<file path="config.mk">
export PLATFORM = sky130hd
export DESIGN_NAME = ipa_ctrl
export DESIGN_NICKNAME = d
export VERILOG_FILES = /design/src/hdl/ipa_pkg.sv /design/src/hdl/ipa_ctrl.sv
export SDC_FILE = /design/constraint.sdc
export NUM_CORES = 1
export LEC_CHECK = 0
export BUFFER_PORTS_ARGS = -buffer_cell sky130_fd_sc_hd__buf_2
export CAP_MARGIN = 5
export CORE_MARGIN = 5
export CORE_UTILIZATION = 60
export CTS_CLUSTER_DIAMETER = 50
export CTS_CLUSTER_SIZE = 10
export DETAILED_ROUTE_END_ITERATION = 7
export PLACE_DENSITY = 0.85
export RECOVER_POWER = 100
export SLEW_MARGIN = 20
export SYNTH_ARGS = -nofsm -noshare
export SYNTH_HDL_FRONTEND = slang
export SYNTH_SLANG_ARGS = --single-unit
</file>
<file path="constraint.sdc">
create_clock -name clock -period 7.4 [get_ports clock]
set_input_delay 0.74 -clock clock [delete_from_list [all_inputs] [get_ports clock]]
set_output_delay 0.74 -clock clock [all_outputs]
set_load 0.01 [all_outputs]
</file>
<file path="src/hdl/ipa_pkg.sv">
// ----------------------------------------------------------------------------
// Indexed pool allocator package
// Sizes, command and status codes, link helpers and the types shared by
// the controller, the top level and the checker.
// ----------------------------------------------------------------------------
`timescale 1ns / 1ps

package ipa_pkg;

   // Pool size and derived address width.
   localparam int ENTRIES = 256;
   localparam int ADDR_W  = $clog2(ENTRIES);

   // Field widths.
   localparam int CMD_W    = 2;
   localparam int INDEX_W  = 9;
   localparam int STATUS_W = 2;
   localparam int HANDLE_W = 8;
   localparam int LINK_W   = 9;
   localparam int CNT_W    = 9;

   // Next-link memory word: used flag on top of the next link.
   localparam int NEXT_WORD_W = LINK_W + 1;

   // Stream data widths, padded to whole bytes.
   localparam int REQ_DATA_W = 16;
   localparam int RSP_DATA_W = 48;

   // A link value that points nowhere.
   localparam logic [LINK_W-1:0] NO_LINK = '1;

   // Commands.
   localparam logic [CMD_W-1:0] CMD_CREATE  = 2'd0;
   localparam logic [CMD_W-1:0] CMD_DESTROY = 2'd1;
   localparam logic [CMD_W-1:0] CMD_QUERY   = 2'd2;
   localparam logic [CMD_W-1:0] CMD_NOP     = 2'd3;

   // Result status codes.
   localparam logic [STATUS_W-1:0] STATUS_OK         = 2'd0;
   localparam logic [STATUS_W-1:0] STATUS_FULL       = 2'd1;
   localparam logic [STATUS_W-1:0] STATUS_RANGE      = 2'd2;
   localparam logic [STATUS_W-1:0] STATUS_NOT_IN_USE = 2'd3;

   typedef logic [LINK_W-1:0] link_type;

   // Result item; the last member sits in the lowest bits.
   typedef struct packed {
      link_type              free_first;
      link_type              used_first;
      logic [CNT_W-1:0]      used_total;
      link_type              next_link;
      logic                  in_use;
      logic [HANDLE_W-1:0]   handle;
      logic [STATUS_W-1:0]   status;
   } rsp_type;

   localparam int RSP_W = $bits(rsp_type);

   // Request side of the next-link memory.
   typedef struct packed {
      logic                   rd_en;
      logic [ADDR_W-1:0]      rd_addr;
      logic                   wr_en;
      logic [ADDR_W-1:0]      wr_addr;
      logic [NEXT_WORD_W-1:0] wr_data;
   } next_port_type;

   // Request side of the prev-link memory.
   typedef struct packed {
      logic              rd_en;
      logic [ADDR_W-1:0] rd_addr;
      logic              wr_en;
      logic [ADDR_W-1:0] wr_addr;
      link_type          wr_data;
   } prev_port_type;

   // True when a link points at an entry of the pool.
   function automatic logic link_ok(input link_type v);
      return v < LINK_W'(ENTRIES);
   endfunction

endpackage

</file>
<file path="src/hdl/ipa_ctrl.sv">
// ----------------------------------------------------------------------------
// Indexed pool allocator controller
// Formats the link memories after reset, then runs each command as a read
// of the link memories followed, for create and destroy, by link writes in ST_UPDATE, ST_LINK1 and ST_LINK2.
// ----------------------------------------------------------------------------
`timescale 1ns / 1ps

module ipa_ctrl (
   input  logic                              clock,
   input  logic                              reset,
   input  logic                              req_tvalid,
   output logic                              req_tready,
   input  logic [ipa_pkg::CMD_W-1:0]         req_command,
   input  logic [ipa_pkg::INDEX_W-1:0]       req_index,
   output logic                              rsp_tvalid,
   input  logic                              rsp_tready,
   output ipa_pkg::rsp_type                  rsp_data,
   output ipa_pkg::next_port_type            next_port,
   input  logic [ipa_pkg::NEXT_WORD_W-1:0]   next_rd_data,
   output ipa_pkg::prev_port_type            prev_port,
   input  ipa_pkg::link_type                 prev_rd_data
);

   typedef enum logic [2:0] {
      ST_CLEAR,
      ST_IDLE,
      ST_UPDATE,
      ST_LINK1,
      ST_LINK2
   } state_type;

   state_type                         state_ff, state_in;
   logic [ipa_pkg::ADDR_W-1:0]        clear_cnt_ff, clear_cnt_in;
   ipa_pkg::link_type                 free_head_ff, free_head_in;
   ipa_pkg::link_type                 used_head_ff, used_head_in;
   logic [ipa_pkg::CNT_W-1:0]         used_count_ff, used_count_in;
   logic                              rsp_valid_ff, rsp_valid_in;
   ipa_pkg::rsp_type                  rsp_ff, rsp_in;
   logic [ipa_pkg::CMD_W-1:0]         cmd_ff, cmd_in;
   logic [ipa_pkg::INDEX_W-1:0]       idx_ff, idx_in;

   // Link writes left over for the ST_LINK1 and ST_LINK2 states.
   logic                              fix_next_en_ff, fix_next_en_in;
   logic [ipa_pkg::ADDR_W-1:0]        fix_next_addr_ff, fix_next_addr_in;
   logic [ipa_pkg::NEXT_WORD_W-1:0]   fix_next_data_ff, fix_next_data_in;
   logic                              fix_prev1_en_ff, fix_prev1_en_in;
   logic [ipa_pkg::ADDR_W-1:0]        fix_prev1_addr_ff, fix_prev1_addr_in;
   ipa_pkg::link_type                 fix_prev1_data_ff, fix_prev1_data_in;
   logic                              fix_prev2_en_ff, fix_prev2_en_in;
   logic [ipa_pkg::ADDR_W-1:0]        fix_prev2_addr_ff, fix_prev2_addr_in;
   ipa_pkg::link_type                 fix_prev2_data_ff, fix_prev2_data_in;

   logic                              accept;
   logic                              out_free;
   logic                              clear_last;
   logic                              idx_ok;
   logic                              rd_flag;
   ipa_pkg::link_type                 rd_next;

   assign req_tready = (state_ff == ST_IDLE);
   assign accept     = req_tvalid && req_tready;
   assign out_free   = !rsp_valid_ff || rsp_tready;
   assign clear_last = (clear_cnt_ff == ipa_pkg::ADDR_W'(ipa_pkg::ENTRIES - 1));
   assign idx_ok     = (idx_ff < ipa_pkg::INDEX_W'(ipa_pkg::ENTRIES));
   assign rd_flag    = next_rd_data[ipa_pkg::LINK_W];
   assign rd_next    = next_rd_data[ipa_pkg::LINK_W-1:0];

   // Next-state logic for the sequencer and the memory requests.
   always_comb begin
      state_in          = state_ff;
      clear_cnt_in      = clear_cnt_ff;
      free_head_in      = free_head_ff;
      used_head_in      = used_head_ff;
      used_count_in     = used_count_ff;
      rsp_valid_in      = rsp_valid_ff && !rsp_tready;
      rsp_in            = rsp_ff;
      cmd_in            = cmd_ff;
      idx_in            = idx_ff;
      fix_next_en_in    = fix_next_en_ff;
      fix_next_addr_in  = fix_next_addr_ff;
      fix_next_data_in  = fix_next_data_ff;
      fix_prev1_en_in   = fix_prev1_en_ff;
      fix_prev1_addr_in = fix_prev1_addr_ff;
      fix_prev1_data_in = fix_prev1_data_ff;
      fix_prev2_en_in   = fix_prev2_en_ff;
      fix_prev2_addr_in = fix_prev2_addr_ff;
      fix_prev2_data_in = fix_prev2_data_ff;
      next_port         = '0;
      prev_port         = '0;

      // A create reads the free head; destroy and query read the index.
      next_port.rd_en   = accept;
      next_port.rd_addr = (req_command == ipa_pkg::CMD_CREATE) ?
                          free_head_ff[ipa_pkg::ADDR_W-1:0] :
                          req_index[ipa_pkg::ADDR_W-1:0];
      prev_port.rd_en   = accept;
      prev_port.rd_addr = req_index[ipa_pkg::ADDR_W-1:0];

      if (accept) begin
         cmd_in   = req_command;
         idx_in   = req_index;
         state_in = ST_UPDATE;
      end

      case (state_ff)
         ST_CLEAR: begin
            // Format the free list as 0..N-1 with end markers at both ends.
            next_port.wr_en   = 1'b1;
            next_port.wr_addr = clear_cnt_ff;
            next_port.wr_data = {1'b0, clear_last ? ipa_pkg::NO_LINK :
                                 ipa_pkg::LINK_W'(clear_cnt_ff) + ipa_pkg::LINK_W'(1)};
            prev_port.wr_en   = 1'b1;
            prev_port.wr_addr = clear_cnt_ff;
            prev_port.wr_data = (clear_cnt_ff == '0) ? ipa_pkg::NO_LINK :
                                ipa_pkg::LINK_W'(clear_cnt_ff) - ipa_pkg::LINK_W'(1);
            clear_cnt_in      = clear_cnt_ff + 1'b1;
            if (clear_last) begin
               state_in = ST_IDLE;
            end
         end
         ST_IDLE: begin
         end
         ST_UPDATE: begin
            // Decide the command once the output register can take the result.
            if (out_free) begin
               rsp_in           = '0;
               rsp_in.status    = ipa_pkg::STATUS_OK;
               rsp_in.next_link = ipa_pkg::NO_LINK;
               state_in         = ST_IDLE;
               case (cmd_ff)
                  ipa_pkg::CMD_CREATE: begin
                     if (used_count_ff >= ipa_pkg::CNT_W'(ipa_pkg::ENTRIES) ||
                         !ipa_pkg::link_ok(free_head_ff)) begin
                        rsp_in.status = ipa_pkg::STATUS_FULL;
                     end else begin
                        // Pop the free head and push it onto the used list.
                        free_head_in      = rd_next;
                        used_head_in      = free_head_ff;
                        used_count_in     = used_count_ff + 1'b1;
                        next_port.wr_en   = 1'b1;
                        next_port.wr_addr = free_head_ff[ipa_pkg::ADDR_W-1:0];
                        next_port.wr_data = {1'b1, used_head_ff};
                        prev_port.wr_en   = 1'b1;
                        prev_port.wr_addr = free_head_ff[ipa_pkg::ADDR_W-1:0];
                        prev_port.wr_data = ipa_pkg::NO_LINK;
                        fix_next_en_in    = 1'b0;
                        fix_prev1_en_in   = ipa_pkg::link_ok(rd_next);
                        fix_prev1_addr_in = rd_next[ipa_pkg::ADDR_W-1:0];
                        fix_prev1_data_in = ipa_pkg::NO_LINK;
                        fix_prev2_en_in   = ipa_pkg::link_ok(used_head_ff);
                        fix_prev2_addr_in = used_head_ff[ipa_pkg::ADDR_W-1:0];
                        fix_prev2_data_in = free_head_ff;
                        rsp_in.handle     = free_head_ff[ipa_pkg::HANDLE_W-1:0];
                        rsp_in.in_use     = 1'b1;
                        rsp_in.next_link  = used_head_ff;
                        state_in          = ST_LINK1;
                     end
                  end
                  ipa_pkg::CMD_DESTROY: begin
                     if (!idx_ok) begin
                        rsp_in.status = ipa_pkg::STATUS_RANGE;
                     end else if (!rd_flag) begin
                        rsp_in.status = ipa_pkg::STATUS_NOT_IN_USE;
                     end else begin
                        // Unlink from the used list and push onto the free list.
                        if (idx_ff == used_head_ff) begin
                           used_head_in = rd_next;
                        end
                        free_head_in      = idx_ff;
                        used_count_in     = (used_count_ff != '0) ?
                                            used_count_ff - 1'b1 : used_count_ff;
                        next_port.wr_en   = 1'b1;
                        next_port.wr_addr = idx_ff[ipa_pkg::ADDR_W-1:0];
                        next_port.wr_data = {1'b0, free_head_ff};
                        prev_port.wr_en   = 1'b1;
                        prev_port.wr_addr = idx_ff[ipa_pkg::ADDR_W-1:0];
                        prev_port.wr_data = ipa_pkg::NO_LINK;
                        // The predecessor on the used list is itself in use.
                        fix_next_en_in    = ipa_pkg::link_ok(prev_rd_data);
                        fix_next_addr_in  = prev_rd_data[ipa_pkg::ADDR_W-1:0];
                        fix_next_data_in  = {1'b1, rd_next};
                        fix_prev1_en_in   = ipa_pkg::link_ok(rd_next);
                        fix_prev1_addr_in = rd_next[ipa_pkg::ADDR_W-1:0];
                        fix_prev1_data_in = prev_rd_data;
                        fix_prev2_en_in   = ipa_pkg::link_ok(free_head_ff);
                        fix_prev2_addr_in = free_head_ff[ipa_pkg::ADDR_W-1:0];
                        fix_prev2_data_in = idx_ff;
                        rsp_in.handle     = idx_ff[ipa_pkg::HANDLE_W-1:0];
                        rsp_in.next_link  = free_head_ff;
                        state_in          = ST_LINK1;
                     end
                  end
                  ipa_pkg::CMD_QUERY: begin
                     if (!idx_ok) begin
                        rsp_in.status = ipa_pkg::STATUS_RANGE;
                     end else begin
                        rsp_in.handle    = idx_ff[ipa_pkg::HANDLE_W-1:0];
                        rsp_in.in_use    = rd_flag;
                        rsp_in.next_link = rd_next;
                     end
                  end
                  default: begin
                  end
               endcase
               rsp_in.used_total = used_count_in;
               rsp_in.used_first = used_head_in;
               rsp_in.free_first = free_head_in;
               rsp_valid_in      = 1'b1;
            end
         end
         ST_LINK1: begin
            next_port.wr_en   = fix_next_en_ff;
            next_port.wr_addr = fix_next_addr_ff;
            next_port.wr_data = fix_next_data_ff;
            prev_port.wr_en   = fix_prev1_en_ff;
            prev_port.wr_addr = fix_prev1_addr_ff;
            prev_port.wr_data = fix_prev1_data_ff;
            state_in          = ST_LINK2;
         end
         ST_LINK2: begin
            prev_port.wr_en   = fix_prev2_en_ff;
            prev_port.wr_addr = fix_prev2_addr_ff;
            prev_port.wr_data = fix_prev2_data_ff;
            state_in          = ST_IDLE;
         end
         default: begin
            state_in = ST_IDLE;
         end
      endcase
   end

   // Sequencer state, format counter, list heads, used count and the result valid flag.
   always_ff @(posedge clock) begin
      if (reset) begin
         state_ff      <= ST_CLEAR;
         clear_cnt_ff  <= '0;
         free_head_ff  <= '0;
         used_head_ff  <= ipa_pkg::NO_LINK;
         used_count_ff <= '0;
         rsp_valid_ff  <= 1'b0;
      end else begin
         state_ff      <= state_in;
         clear_cnt_ff  <= clear_cnt_in;
         free_head_ff  <= free_head_in;
         used_head_ff  <= used_head_in;
         used_count_ff <= used_count_in;
         rsp_valid_ff  <= rsp_valid_in;
      end
   end

   // Item payload, result data and pending link writes.
   always_ff @(posedge clock) begin
      rsp_ff            <= rsp_in;
      cmd_ff            <= cmd_in;
      idx_ff            <= idx_in;
      fix_next_en_ff    <= fix_next_en_in;
      fix_next_addr_ff  <= fix_next_addr_in;
      fix_next_data_ff  <= fix_next_data_in;
      fix_prev1_en_ff   <= fix_prev1_en_in;
      fix_prev1_addr_ff <= fix_prev1_addr_in;
      fix_prev1_data_ff <= fix_prev1_data_in;
      fix_prev2_en_ff   <= fix_prev2_en_in;
      fix_prev2_addr_ff <= fix_prev2_addr_in;
      fix_prev2_data_ff <= fix_prev2_data_in;
   end

   assign rsp_tvalid = rsp_valid_ff;
   assign rsp_data   = rsp_ff;

endmodule

</file>
==> impl_metrics.toml <==
[finish]
antenna_cells = 0
final_common_cell = "clkbuf_1"
final_core_util = 0.6806
final_cell_mix = "clkbuf_1, edfxtp_1, nand2_1, nor2_1, a21oi_1"
layout-drive-gt1-share = 0.1050
fin_nets = 902
syn_to_final_growth_pct = 11.73

[routing]
drc_errors = 0
final_antenna_net_count = 0
drt_wl_total_mm = 22.53
drt_iter0_markers = 1015
vias = 6845
vias_per_cell = 6.507
detail_route.first_pass.iterations = 7
wl_per_cell_um = 21.41

[timing]
hold_viol_final = 0
slew-limit-headroom = -1.374
setup_violations = 0
worst_pin_slew_ns = 3.561
fmax_mhz = 191.4
maxSlewViolCount = 106
finClkSkew_ns = 0.008580
setup-tns-final_ns = 0
rsz0062_at_grt = "no"
finalCriticalPeriod_ns = 5.226
fin_crit_sh = 0.7062

[synthesis]
synthDistinctLibCells = 68
synth-seq-area-share = 0.5157
yosys_warnings = 0
yosysTopAreaCellShare = 0.4186
synth_area_leader_cell = "edfxtp_1"
syn-num-nets = 817
avgSynthCellArea_um2 = 10.33
ys_ff_latch = 151
synth_flop_cell = "edfxtp_1"
synth_area_leaders = "edfxtp_1, dfxtp_1, nand2_1, a221o_1, mux2_2"
synth_edf_count = 112
synthCells = 778
synthArstFlopShare = 0
synth_area_um2 = 8035

[grt]
antenna_found_initial = 0
grt.overflow.total = 0
grt_max_degree = 71
grt_pass1_vias = 6587
grt_usage = 0.2849
grt_pass1_wl_mm = 35.49

[setup_path]
path_max_fanout = 70
cp.buffers_inverters = 2
regToRegSetupSlack_ns = 2.17
startpoint_type = "flop"
cp.depth = 6
critical_path_required_ns = 7.72
end_kind = "flop"
critical_path_arrival_ns = 5.55
path_cells = "nor3b_1 > nand2_1 > inv_1 > clkbuf_1 > a31oi_1 > a311o_1"
path_class = "flop to flop"
rr_worst_depth = 6
cp_slowest_cell = "clkbuf_1"
critPathMaxStageDelay_ns = 2.51
critPathTopFamily = "buffers and inverters"

[floorplanning]
die_area_um2 = 15810
num_rows = 42
ios = 138
die_h_um = 125.7
coreArea_um2 = 13190
die_w_um = 125.7
start_util = 0.6092

[flow_run]
cap_viol_max_count = 2

[clock_tree]
cts-buffers-inserted = 17
cts_hold_buf = 0
insertion_delay_ns = 0.44
cts_root_buf = "clkbuf_16"
clock-sinks = 151
cts_setup_buffers = 0
clkTransAtPathRegs_ns = 0.06
cts_buffer_depth = 2
cts_resized = 0
cts_tree = "yes"
h-tree-depth = 4

[run_status]
failed_checks = "max-capacitance violations, max-slew violations"
status = "finished, violations left"

[placed_design]
io_buffers = 137
dpl.hpwl_mm = 15.28
gp_congestion = 0.9203

[pwr]
leakagePower_uw = 0.003178
ir_drop_uv = 152.7
p_per_area_nw_per_um2 = 204.4

[min_path]
holdPathStages = 1
min_path_type = "input pin to flop"
[per-layer routing]
layer	vias to the layer above	track usage	wire length, um
met3	77	0.08002	2380
met4	0	0.1122	796
met2	481	0.4534	10680
li1	3042	-	-
met5	-	0	0
met1	3245	0.3716	8667
[sequential cells by signal, indices dropped and copies added, names as in the netlist, 9 cells and up]
signal / cells
fix_prev1_data_ff: 9
used_head_ff: 9
fix_prev2_data_ff: 9
fix_next_data_ff: 9
rsp_data: 47
used_count_ff: 9
free_head_ff: 9
idx_ff: 9
[cells by family (layout without fill, tap and decap cells)]
group	after synthesis	after routing	share of synthesized area
AND/OR/NAND/NOR	255	255	0.1529
adder cells (fa/ha/maj)	5	5	0.007786
flip-flops	151	151	0.5157
XOR/XNOR	34	34	0.03706
multiplexers	27	27	0.03753
AO/OA/AOI/OAI	209	209	0.1925
buffers and inverters	97	195	0.05652
[synthesized netlist by cell type (10+ instances only)]
| library cell | n |
|---|---|
| edfxtp_1 | 112 |
| a221o_1 | 33 |
| clkbuf_1 | 42 |
| nand2_1 | 110 |
| nor2_1 | 51 |
| nand2b_1 | 13 |
| mux2_2 | 24 |
| xor2_1 | 14 |
| buf_4 | 12 |
| buf_2 | 18 |
| dfxtp_1 | 39 |
| nand3_1 | 16 |
| nor3_1 | 16 |
| o21ai_0 | 29 |
| inv_1 | 15 |
| a21oi_1 | 52 |
| a21o_1 | 10 |
| a22oi_1 | 11 |
| xnor2_1 | 20 |
[final timing paths]
kind	start	to
setup / recovery	state_ff[1]	used_head_ff[0]
hold / removal	req_index[8]	idx_ff[8]
setup reg to reg	state_ff[1]	used_head_ff[0]
hold reg to reg	clear_cnt_ff[1]	clear_cnt_ff[1]
[power breakdown]
group          internal (uW)  switching (uW)
logic                   35.2            55.3
registers                903            3.81
clock network            493             345
total                   1430             404
[final cells by class]
type | instances | area, um2
Clock buffer | 19 | 432.9
Sequential cell | 151 | 4144
Multi-Input combinational cell | 530 | 3397
Inverter | 16 | 60.06
Fill cell | 1080 | 4213
Clock inverter | 13 | 131.4
Tap cell | 176 | 220.2
Timing Repair Buffer | 147 | 591.8
[worst register-to-register path: cells and delay by family (launching register included)]
kind	cells	cell delay (ns)
AOI/OAI and AO/OA	2	0.85
buffers and inverters	2	2.72
DFF	1	0.62
and+or+nand+nor	2	0.92
[through the flow]
stage               cells  hold WS [ns]  area (um2)  setup slack, ns  power, uW
floorplan             778        0.5028        8035            4.025      977.0
global placement     1020        0.5307        8648            3.423       1017
detailed placement   1020        0.5667        8648            3.325       1019
CTS                  1052        0.4711        9213            2.936       1847
global route         1052        0.4729        8977            1.795       1886
finish               1052        0.4840        8977            2.174       1835
Note: power is estimated with default switching activity, not from simulation.
